[config.mk]
export PLATFORM = sky130hd
export DESIGN_NAME = retransmit_slot_table
export DESIGN_NICKNAME = d
export VERILOG_FILES = /design/src/hdl/rsl_pkg.sv /design/src/hdl/retransmit_slot_table.sv
export SDC_FILE = /design/constraint.sdc
export NUM_CORES = 1
export LEC_CHECK = 0
export ABC_AREA = 1
export BUFFER_PORTS_ARGS = -buffer_cell sky130_fd_sc_hd__buf_4
export CORE_MARGIN = 2
export CORE_UTILIZATION = 64
export CTS_BUF_LIST = sky130_fd_sc_hd__clkbuf_8
export CTS_CLUSTER_DIAMETER = 60
export DETAILED_ROUTE_END_ITERATION = 8
export HOLD_SLACK_MARGIN = 0.15
export PLACE_DENSITY = 0.82
export SLEW_MARGIN = 20
export SYNTH_ARGS = -nofsm -noshare
export SYNTH_HDL_FRONTEND = slang
export SYNTH_SLANG_ARGS = --single-unit
[constraint.sdc]
create_clock -name clk -period 4.2 [get_ports clk]
set_clock_uncertainty 0.15 [all_clocks]
set_input_delay 0.63 -clock clk [delete_from_list [all_inputs] [get_ports clk]]
set_output_delay 0.63 -clock clk [all_outputs]
set_load 0.005 [all_outputs]
[src/hdl/rsl_pkg.sv]
package rsl_pkg;

  localparam int SLOT_COUNT = 8;
  localparam int MAX_PAYLOAD = 32;

  localparam int IDX_W = (SLOT_COUNT > 1) ? $clog2(SLOT_COUNT) : 1;
  localparam int CNT_W = $clog2(SLOT_COUNT + 1);

  localparam logic [7:0] LEN_MAX = 8'(MAX_PAYLOAD);

  localparam logic [5:0] AGE_AFTER_SEND = 6'd3;
  localparam logic [5:0] AGE_RETX_1 = 6'd10;
  localparam logic [5:0] AGE_RETX_2 = 6'd20;
  localparam logic [5:0] AGE_RETX_3 = 6'd30;
  localparam logic [5:0] AGE_RETX_4 = 6'd40;
  localparam logic [5:0] AGE_FINAL = 6'd50;

  typedef enum logic [1:0] {
    ACT_TICK = 2'd0,
    ACT_SEND = 2'd1,
    ACT_ACK  = 2'd2,
    ACT_NONE = 2'd3
  } action_t;

  typedef enum logic [2:0] {
    EV_ACCEPTED  = 3'd0,
    EV_TOO_LONG  = 3'd1,
    EV_NO_SLOT   = 3'd2,
    EV_RETX      = 3'd3,
    EV_FINAL     = 3'd4,
    EV_ACK_HIT   = 3'd5,
    EV_ACK_MISS  = 3'd6,
    EV_UNUSED    = 3'd7
  } event_t;

  typedef enum logic [1:0] {
    ST_IDLE,
    ST_SCAN,
    ST_FIN
  } state_t;

  typedef struct packed {
    logic [5:0]  age;
    logic [15:0] seq;
  } slot_t;

  function automatic logic [2:0] slot_field(input logic [IDX_W-1:0] idx);
    logic [IDX_W+2:0] wide;
    wide = (IDX_W + 3)'(idx);
    return wide[2:0];
  endfunction

endpackage

[src/hdl/retransmit_slot_table.sv]
// Each item scans the slot memory at one slot per cycle and then finishes; an oversized send
// or an unknown action skips the scan. busy is high throughout; no new item is taken meanwhile.
// Results are registered and cannot be stalled by the receiver.
// Synchronous reset frees every slot at once and sets the sequence counter to one; the stored
// numbers are not cleared but read as zero while their slot is free, so no clearing pass is needed.
module retransmit_slot_table (
  input  logic        clk,
  input  logic        rst,
  input  logic        start,
  output logic        busy,
  input  logic [1:0]  action,
  input  logic [7:0]  payload_len,
  input  logic [15:0] ack_seq,
  output logic        strobe,
  output logic [2:0]  event_res,
  output logic [2:0]  slot_index,
  output logic [15:0] seq_out,
  output logic        last
);
  import rsl_pkg::*;

  slot_t mem [SLOT_COUNT];
  logic [SLOT_COUNT-1:0] vld;
  slot_t rd_data;
  logic  rd_vld;

  state_t state, state_next;
  action_t act, act_next;
  logic [7:0] len, len_next;
  logic [15:0] ack, ack_next;
  logic [CNT_W-1:0] rd_idx, rd_idx_next;
  logic proc_v, proc_v_next;
  logic [IDX_W-1:0] proc_idx, proc_idx_next;
  logic found, found_next;
  logic [IDX_W-1:0] found_idx, found_idx_next;
  logic [15:0] found_seq, found_seq_next;
  logic pend_v, pend_v_next;
  event_t pend_ev, pend_ev_next;
  logic [IDX_W-1:0] pend_idx, pend_idx_next;
  logic [15:0] pend_seq, pend_seq_next;
  logic [15:0] seq_counter, seq_counter_next;

  logic mem_re, mem_we;
  logic [IDX_W-1:0] mem_ra, mem_wa;
  slot_t mem_wd;

  logic res_v, res_last;
  event_t res_ev;
  logic [2:0] res_idx;
  logic [15:0] res_seq;

  logic [5:0] cur_age, age_inc, age_new;
  logic [15:0] cur_seq, seq_draw;
  logic is_retx, is_final;

  assign busy = (state != ST_IDLE);

  always_ff @(posedge clk) begin
    if (mem_we) begin
      mem[mem_wa] <= mem_wd;
    end
    if (mem_re) begin
      rd_data <= mem[mem_ra];
    end
  end

  always_ff @(posedge clk) begin
    if (rst) begin
      vld <= '0;
      rd_vld <= 1'b0;
    end else begin
      if (mem_we) begin
        vld[mem_wa] <= 1'b1;
      end
      if (mem_re) begin
        rd_vld <= vld[mem_ra];
      end
    end
  end

  assign cur_age = rd_vld ? rd_data.age : 6'd0;
  assign cur_seq = rd_vld ? rd_data.seq : 16'd0;
  assign age_inc = cur_age + 6'd1;
  assign is_retx = (age_inc == AGE_RETX_1) || (age_inc == AGE_RETX_2) ||
                   (age_inc == AGE_RETX_3) || (age_inc == AGE_RETX_4);
  assign is_final = (age_inc >= AGE_FINAL) || (age_inc == 6'd0);
  assign seq_draw = seq_counter[0] ? seq_counter + 16'd2 : seq_counter + 16'd1;

  always_comb begin
    if (is_retx) begin
      age_new = age_inc + 6'd1;
    end else if (is_final) begin
      age_new = 6'd0;
    end else begin
      age_new = age_inc;
    end
  end

  always_comb begin
    state_next = state;
    unique case (state)
      ST_IDLE: begin
        if (start) begin
          if ((action == ACT_NONE) || ((action == ACT_SEND) && (payload_len > LEN_MAX))) begin
            state_next = ST_FIN;
          end else begin
            state_next = ST_SCAN;
          end
        end
      end
      ST_SCAN: begin
        if (proc_v && (rd_idx == CNT_W'(SLOT_COUNT))) begin
          state_next = ST_FIN;
        end
      end
      ST_FIN: begin
        state_next = ST_IDLE;
      end
      default: begin
        state_next = ST_IDLE;
      end
    endcase
  end

  always_comb begin
    act_next = act;
    len_next = len;
    ack_next = ack;
    rd_idx_next = rd_idx;
    proc_v_next = proc_v;
    proc_idx_next = proc_idx;
    found_next = found;
    found_idx_next = found_idx;
    found_seq_next = found_seq;
    pend_v_next = pend_v;
    pend_ev_next = pend_ev;
    pend_idx_next = pend_idx;
    pend_seq_next = pend_seq;
    seq_counter_next = seq_counter;
    mem_re = 1'b0;
    mem_ra = '0;
    mem_we = 1'b0;
    mem_wa = '0;
    mem_wd = '0;
    res_v = 1'b0;
    res_ev = EV_ACCEPTED;
    res_idx = 3'd0;
    res_seq = 16'd0;
    res_last = 1'b0;
    unique case (state)
      ST_IDLE: begin
        if (start) begin
          act_next = action_t'(action);
          len_next = payload_len;
          ack_next = ack_seq;
          rd_idx_next = '0;
          proc_v_next = 1'b0;
          found_next = 1'b0;
          pend_v_next = 1'b0;
        end
      end
      ST_SCAN: begin
        if (rd_idx != CNT_W'(SLOT_COUNT)) begin
          mem_re = 1'b1;
          mem_ra = rd_idx[IDX_W-1:0];
          rd_idx_next = rd_idx + CNT_W'(1);
          proc_v_next = 1'b1;
          proc_idx_next = rd_idx[IDX_W-1:0];
        end else begin
          proc_v_next = 1'b0;
        end
        if (proc_v) begin
          case (act)
            ACT_TICK: begin
              mem_we = 1'b1;
              mem_wa = proc_idx;
              mem_wd = '{age: (cur_age == 6'd0) ? 6'd0 : age_new, seq: cur_seq};
              if ((cur_age != 6'd0) && (is_retx || is_final)) begin
                if (pend_v) begin
                  res_v = 1'b1;
                  res_ev = pend_ev;
                  res_idx = slot_field(pend_idx);
                  res_seq = pend_seq;
                end
                pend_v_next = 1'b1;
                pend_ev_next = is_retx ? EV_RETX : EV_FINAL;
                pend_idx_next = proc_idx;
                pend_seq_next = cur_seq;
              end
            end
            ACT_SEND: begin
              if (!found && (cur_age == 6'd0)) begin
                found_next = 1'b1;
                found_idx_next = proc_idx;
              end
            end
            ACT_ACK: begin
              if (!found && (cur_seq == ack)) begin
                found_next = 1'b1;
                found_idx_next = proc_idx;
                found_seq_next = cur_seq;
              end
            end
            default: begin
            end
          endcase
        end
      end
      ST_FIN: begin
        res_last = 1'b1;
        case (act)
          ACT_TICK: begin
            res_v = pend_v;
            res_ev = pend_ev;
            res_idx = slot_field(pend_idx);
            res_seq = pend_seq;
            pend_v_next = 1'b0;
          end
          ACT_SEND: begin
            res_v = 1'b1;
            if (len > LEN_MAX) begin
              res_ev = EV_TOO_LONG;
            end else if (!found) begin
              res_ev = EV_NO_SLOT;
            end else begin
              seq_counter_next = seq_draw;
              mem_we = 1'b1;
              mem_wa = found_idx;
              mem_wd = '{age: AGE_AFTER_SEND, seq: seq_draw};
              res_ev = EV_ACCEPTED;
              res_idx = slot_field(found_idx);
              res_seq = seq_draw;
            end
          end
          ACT_ACK: begin
            res_v = 1'b1;
            if (found) begin
              mem_we = 1'b1;
              mem_wa = found_idx;
              mem_wd = '{age: 6'd0, seq: found_seq};
              res_ev = EV_ACK_HIT;
              res_idx = slot_field(found_idx);
              res_seq = found_seq;
            end else begin
              res_ev = EV_ACK_MISS;
              res_seq = ack;
            end
          end
          default: begin
          end
        endcase
      end
      default: begin
      end
    endcase
  end

  always_ff @(posedge clk) begin
    if (rst) begin
      state <= ST_IDLE;
      rd_idx <= '0;
      proc_v <= 1'b0;
      found <= 1'b0;
      pend_v <= 1'b0;
      seq_counter <= 16'd1;
      strobe <= 1'b0;
      act <= ACT_NONE;
    end else begin
      state <= state_next;
      rd_idx <= rd_idx_next;
      proc_v <= proc_v_next;
      found <= found_next;
      pend_v <= pend_v_next;
      seq_counter <= seq_counter_next;
      strobe <= res_v;
      act <= act_next;
    end
  end

  always_ff @(posedge clk) begin
    len <= len_next;
    ack <= ack_next;
    proc_idx <= proc_idx_next;
    found_idx <= found_idx_next;
    found_seq <= found_seq_next;
    pend_ev <= pend_ev_next;
    pend_idx <= pend_idx_next;
    pend_seq <= pend_seq_next;
    event_res <= res_ev;
    slot_index <= res_idx;
    seq_out <= res_seq;
    last <= res_last;
  end

  a_seq_odd: assert property (@(posedge clk) disable iff (rst)
    (strobe && (event_res == EV_ACCEPTED)) |-> seq_out[0])
    else $error("assigned sequence number is even");

  a_single_last: assert property (@(posedge clk) disable iff (rst)
    (strobe && (event_res != EV_RETX) && (event_res != EV_FINAL)) |-> last)
    else $error("single-result transfer not marked last");

  a_no_slot_zero: assert property (@(posedge clk) disable iff (rst)
    (strobe && ((event_res == EV_TOO_LONG) || (event_res == EV_NO_SLOT)))
      |-> ((slot_index == 3'd0) && (seq_out == 16'd0)))
    else $error("rejected send carries slot or number");

  a_scan_write_tick: assert property (@(posedge clk) disable iff (rst)
    (mem_we && (state == ST_SCAN)) |-> (act == ACT_TICK))
    else $error("memory written during a non-tick scan");

  a_busy_ends_fin: assert property (@(posedge clk) disable iff (rst)
    $fell(busy) |-> ($past(state) == ST_FIN))
    else $error("busy dropped outside the final step");

endmodule
After elaboration in Yosys (flattened, before gate mapping)
Memories as Yosys holds them, arrays and structs flattened. A register that Yosys moved wholly into a read port is not among the register bits.
Cells that the tools add are included.

word-level totals
  bits in registers = 128
  bits in latches = 0
  memory bits (writable) = 176
  memory bits (read-only) = 0
  input bits = 29
  output and inout port bits = 25
  logic and storage cells = 184
  memories kept = 1

cells by class
  add/sub/neg operators = 5
  $mul = 0
  div/mod/pow operators = 0
  order comparisons = 6
  equal/unequal tests = 25
  shifts and indexed selects = 0
  multiplexer cells = 89
  bitwise gates (word level) = 2
  reduce and logical (&&, ||, !) cells = 34

memory list
  memory  words  width  rd ports  clocked after memory_dff  wr ports  line                         RTL
  mem     8      22     1         1                         1         retransmit_slot_table.sv:22  slot_t mem [SLOT_COUNT];

operators by type and width
  operator                 count
  $mux W16                 10
  $mux W3                  17
  $pmux W16 S3             1
  $mux W22                 2
  $pmux W22 S2             1
  $mux W18                 2
  $pmux W18 S2             1
  $pmux W16 S2             1
  $pmux W3 S2              5
  $mux W6                  4
  $mux W1                  23
  $pmux W3 S3              2
  $add A16 B1 Y16 const B  1
  $add A16 B2 Y16 const B  1
  $eq A16 B16 Y1           1
  $gt A8 B6 Y1 const B     2
  $ne A2 B2 Y1 const B     8
  $pmux W1 S2              7
  $add A6 B1 Y6 const B    2
  $eq A6 B5 Y1 const B     2
  $logic_not A6 Y1         2
  $mux W2                  6
  $reduce_and A4 Y1        3
  $reduce_and A6 Y1        2
  31 further kinds         55

Depth between registers and ports, before layout
  depth in word-level cells = 12
  mapped depth = 18

Worst setup path after synthesis
OpenSTA, ideal clock, no wires.

  kind = register to register
  from = register rd_vld
  to = register pend_ev[1] (enable)
  arrival time = 2.882 ns
  required time = 3.651 ns
  path slack = 0.769 ns
  stages on the path, launching flop included = 16
  buffers on the path = 2
  period minus slack after synthesis = 3.431 ns
  cell sequence = dfxtp_1 buf_6 buf_2 nand2_1 inv_1 ha_1 nand3_1 nor2_1 nand2_1 nand2_2 nand2_1 nor2_1 nor2_4 inv_1 nor2_4 nor2_1

between the ends
  word-level cells in the longest chain between the ends = 9
  elaborated cells on any way between the ends = 16
  classes of those cells = 1 x add/sub; 1 x order compare; 4 x eq/ne; 1 x mux; 9 x reduce/logical

ends and longest elaborated chain
  element                                                                line                          RTL
  start, declared                                                        retransmit_slot_table.sv:25   logic rd_vld;
  start signal, assigned                                                 retransmit_slot_table.sv:76   rd_vld <= vld[mem_ra];
  $mux W6 (*)                                                            retransmit_slot_table.sv:81   assign cur_age = rd_vld ? rd_data.age : 6'd0;
  parallel branches: the longest is 6 deep, another holds $add A6 B1 Y6  --
  $logic_and A1 B1 Y1 (*)                                                retransmit_slot_table.sv:178  if ((cur_age != 6'd0) && (is_retx || is_final)) begin
  $reduce_and A4 Y1 (no source line) (*)                                 --
  end signal, assigned                                                   retransmit_slot_table.sv:286  pend_ev <= pend_ev_next;
  end, declared                                                          retransmit_slot_table.sv:38   event_t pend_ev, pend_ev_next;

Mark *: on every way between the ends.
A chain may end at the register's enable or synchronous reset.

==> run summary <==
Synth Instances: 1258
ys async rst share: 0
die area: 22900 um2
Lkg Pwr: 5.80 nW
top-area cell type share of the netlist area: 0.574
Critical Path RT: 4330 ps
Reg power frac: 0.516
area delta synth->final: 13.6%
max-slew violations: 0
Post-Syn Nets: 1301
Worst R2R Start: rd_vld$_SDFFE_PP0P_
DIE HEIGHT: 151 um
Layout Nets: 1393
setup violators final: 0
# port buffers: 53
max-cap violations: 0
clock latency on the worst-skew pair: 570 ps
initial antenna violation count: 0
Clk pwr share: 0.340
Most used DFF post-synth: edfxtp_1
core area: 21200 um2
clk slew on worst S/H paths: 60 ps
Worst Path Max Fanout: 8
post_cts resized: 0
largest net degree at the start of global routing: 69
cts bufs inserted: 51
internal power: 5.15 mW
vias in the first global route: 9851
post-DP HPWL: 20500 um
first-pass GRT wire length: 51700 um
Synth Cell Area: 13900 um2
worst min-delay path category: input port to flop
critical path arrival: 3340 ps
layout cells sized above 1: 0.126
hold_ws: 186 ps
final instance area: 15800 um2
setup TNS: 0 ps
Crit Path Category: flop to flop
drt via density: 6.06
total power: 7.16 mW
Seq/Total Area, Yosys: 0.659
Final Core Density: 0.745
Comb power frac: 0.144
complex-gate fraction of the synthesized area: 0.133
Post-Synth Adder-Cell Area: 0.0126
fmax: 311 MHz
Synth top cells by count: nand2_1, edfxtp_1, a21oi_1, inv_1, dfxtp_1
final WL: 32900 um
Final min period: 3220 ps
clk sinks: 324
Peak supply drop: 0.251 mV
GRT Resource Usage Total: 0.296
Max Buffers Root-to-Sink: 3
Final Cycle Share: 0.766
placement-stage cell area: 14600 um2
DRT iter0 DRCs: 895
main combinational cell family by area after synthesis: compound AO/OA/AOI/OAI gates
H-tree depth: 2
xor and xnor area share after synthesis: 0.0107
Chip Width: 151 um
CP Capture Type: flop
Residual DRC: 0
Starting Density: 0.656
Synth Area in Simple Gates: 0.132
Post-Place Cells: 1547
CTS tree: built
final hold vios: 0
Wirelength per Cell: 19.7 um
fin cells: 1667
Site Rows: 53
CP Launch Type: flop
CTS root buf: clkbuf_8
total global routing overflow: 0
DP Worst Slack: 1170 ps
PwrDens: 455 nW/um2
mux share of post-synthesis cell area: 0
most area-consuming cells after synthesis: edfxtp_1, dfxtp_1, nand2_1
final setup margin: 981 ps
synth unique cells: 42
Post-synth EDFFs: 265
status: completed
Tightest Pin Transition: 1100 ps
placer congestion estimate: 0.913
Hold Startpoint: action[1]
Synth area leader: edfxtp_1
n_diodes: 0
Sw Pwr: 2.01 mW
DRT antenna net count: 0
top-count cell post-synth: nand2_1
#FFs+latches synth: 324
switch share: 0.281
max_slew headroom: 0.265
RSZ-0062 raised after global routing: false
CP Launch Point: rd_vld$_SDFFE_PP0P_
postcts setup bufs: 0
drt first pass iters: 8
Post-Syn Area per Cell: 11.0 um2
synth warn: 0
vias: 10100
I/O pins: 54
-- layout by cell type, fill, tap and decap left out, types with 6 or more instances in the layout --
cell type      instances
nand4_1               26
o21ai_0               49
nor2_1                43
o211ai_1              29
dlygate4sd3_1         25
o221ai_1              46
nand3b_1               9
ha_1                  14
nor3_1                 8
inv_1                133
nand2_1              277
a211oi_1               6
nand3_1               34
buf_4                 75
a31oi_1               24
dfxtp_1               59
a21oi_1              117
edfxtp_1             265
clkbuf_8              57
clkinv_1              11
xor2_1                17
clkinv_2              10
-- cell type report --
class	count	area, um2
multi-input cells	749	4030
flip-flops and latches	324	9140
inverters	123	462
fillers	1372	5400
repair buffers	101	833
clock buffers	57	785
well taps	275	344
clock inverters	38	166
-- critical path, stage by stage, from the launching register on --
cell	delay [ps]
dfxtp_1	540
nand2_4	140
inv_1	160
ha_1	220
nand3_1	140
nand2_1	170
clkinv_1	120
nand3_1	140
nor2_1	100
o21bai_4	190
nand2_4	120
nor2_4	170
a22oi_1	90
nor2_1	470
-- logic make-up (layout without fill, tap and decap cells) --
logic type | Yosys count | in the layout
flops | 324 | 324
compound gates | 295 | 295
xor+xnor | 17 | 17
buf+inv | 185 | 319
simple gates | 423 | 423
fa+ha+maj | 14 | 14
-- timing repair --
action                     CTS  global route
hold buffers                25             0
hold endpoints to repair    25             0
setup endpoints to repair    0             0
-- power by group through the flow --
| stage | registers [mW] | logic (mW) | clock network (mW) |
|---|---|---|---|
| after global placement | 3.76 | 0.974 | 0 |
| final | 3.70 | 1.03 | 2.43 |
| after detailed placement | 3.76 | 0.988 | 0 |
| after global routing | 3.71 | 1.13 | 2.61 |
| after floorplan | 3.73 | 0.674 | 0 |
| after CTS | 3.70 | 1.01 | 2.48 |
-- registers in the layout, summed over array words and instances, names as in the netlist, 4 cells and up --
name,count
ack,16
vld,8
pend_seq,16
len,8
rd_idx,4
seq_counter,15
mem,176
found_seq,16
seq_out,16
rd_data,22
-- metal layers --
layer | vias to the layer above | global-route usage | share of wire | routed length [um]
met4 | 0 | 0.137 | 0.040 | 1330
met1 | 4754 | 0.397 | 0.41 | 13400
met3 | 118 | 0.0569 | 0.091 | 2990
li1 | 4695 | - | - | -
met5 | - | 0 | 0 | 0
met2 | 528 | 0.472 | 0.46 | 15200
-- final timing paths --
| path | cells past startpoint | end | slack [ps] |
|---|---|---|---|
| worst min-delay path | 3 | act[1]$_SDFFE_PP1P_ | 190 |
| worst min register to register | 2 | vld[4]$_SDFFE_PP0P_ | 310 |
| worst max register to register | 13 | mem[0][20]$_DFFE_PP_ | 980 |
| worst max-delay path | 13 | mem[0][20]$_DFFE_PP_ | 980 |
Power figures use the tool's default switching activity.
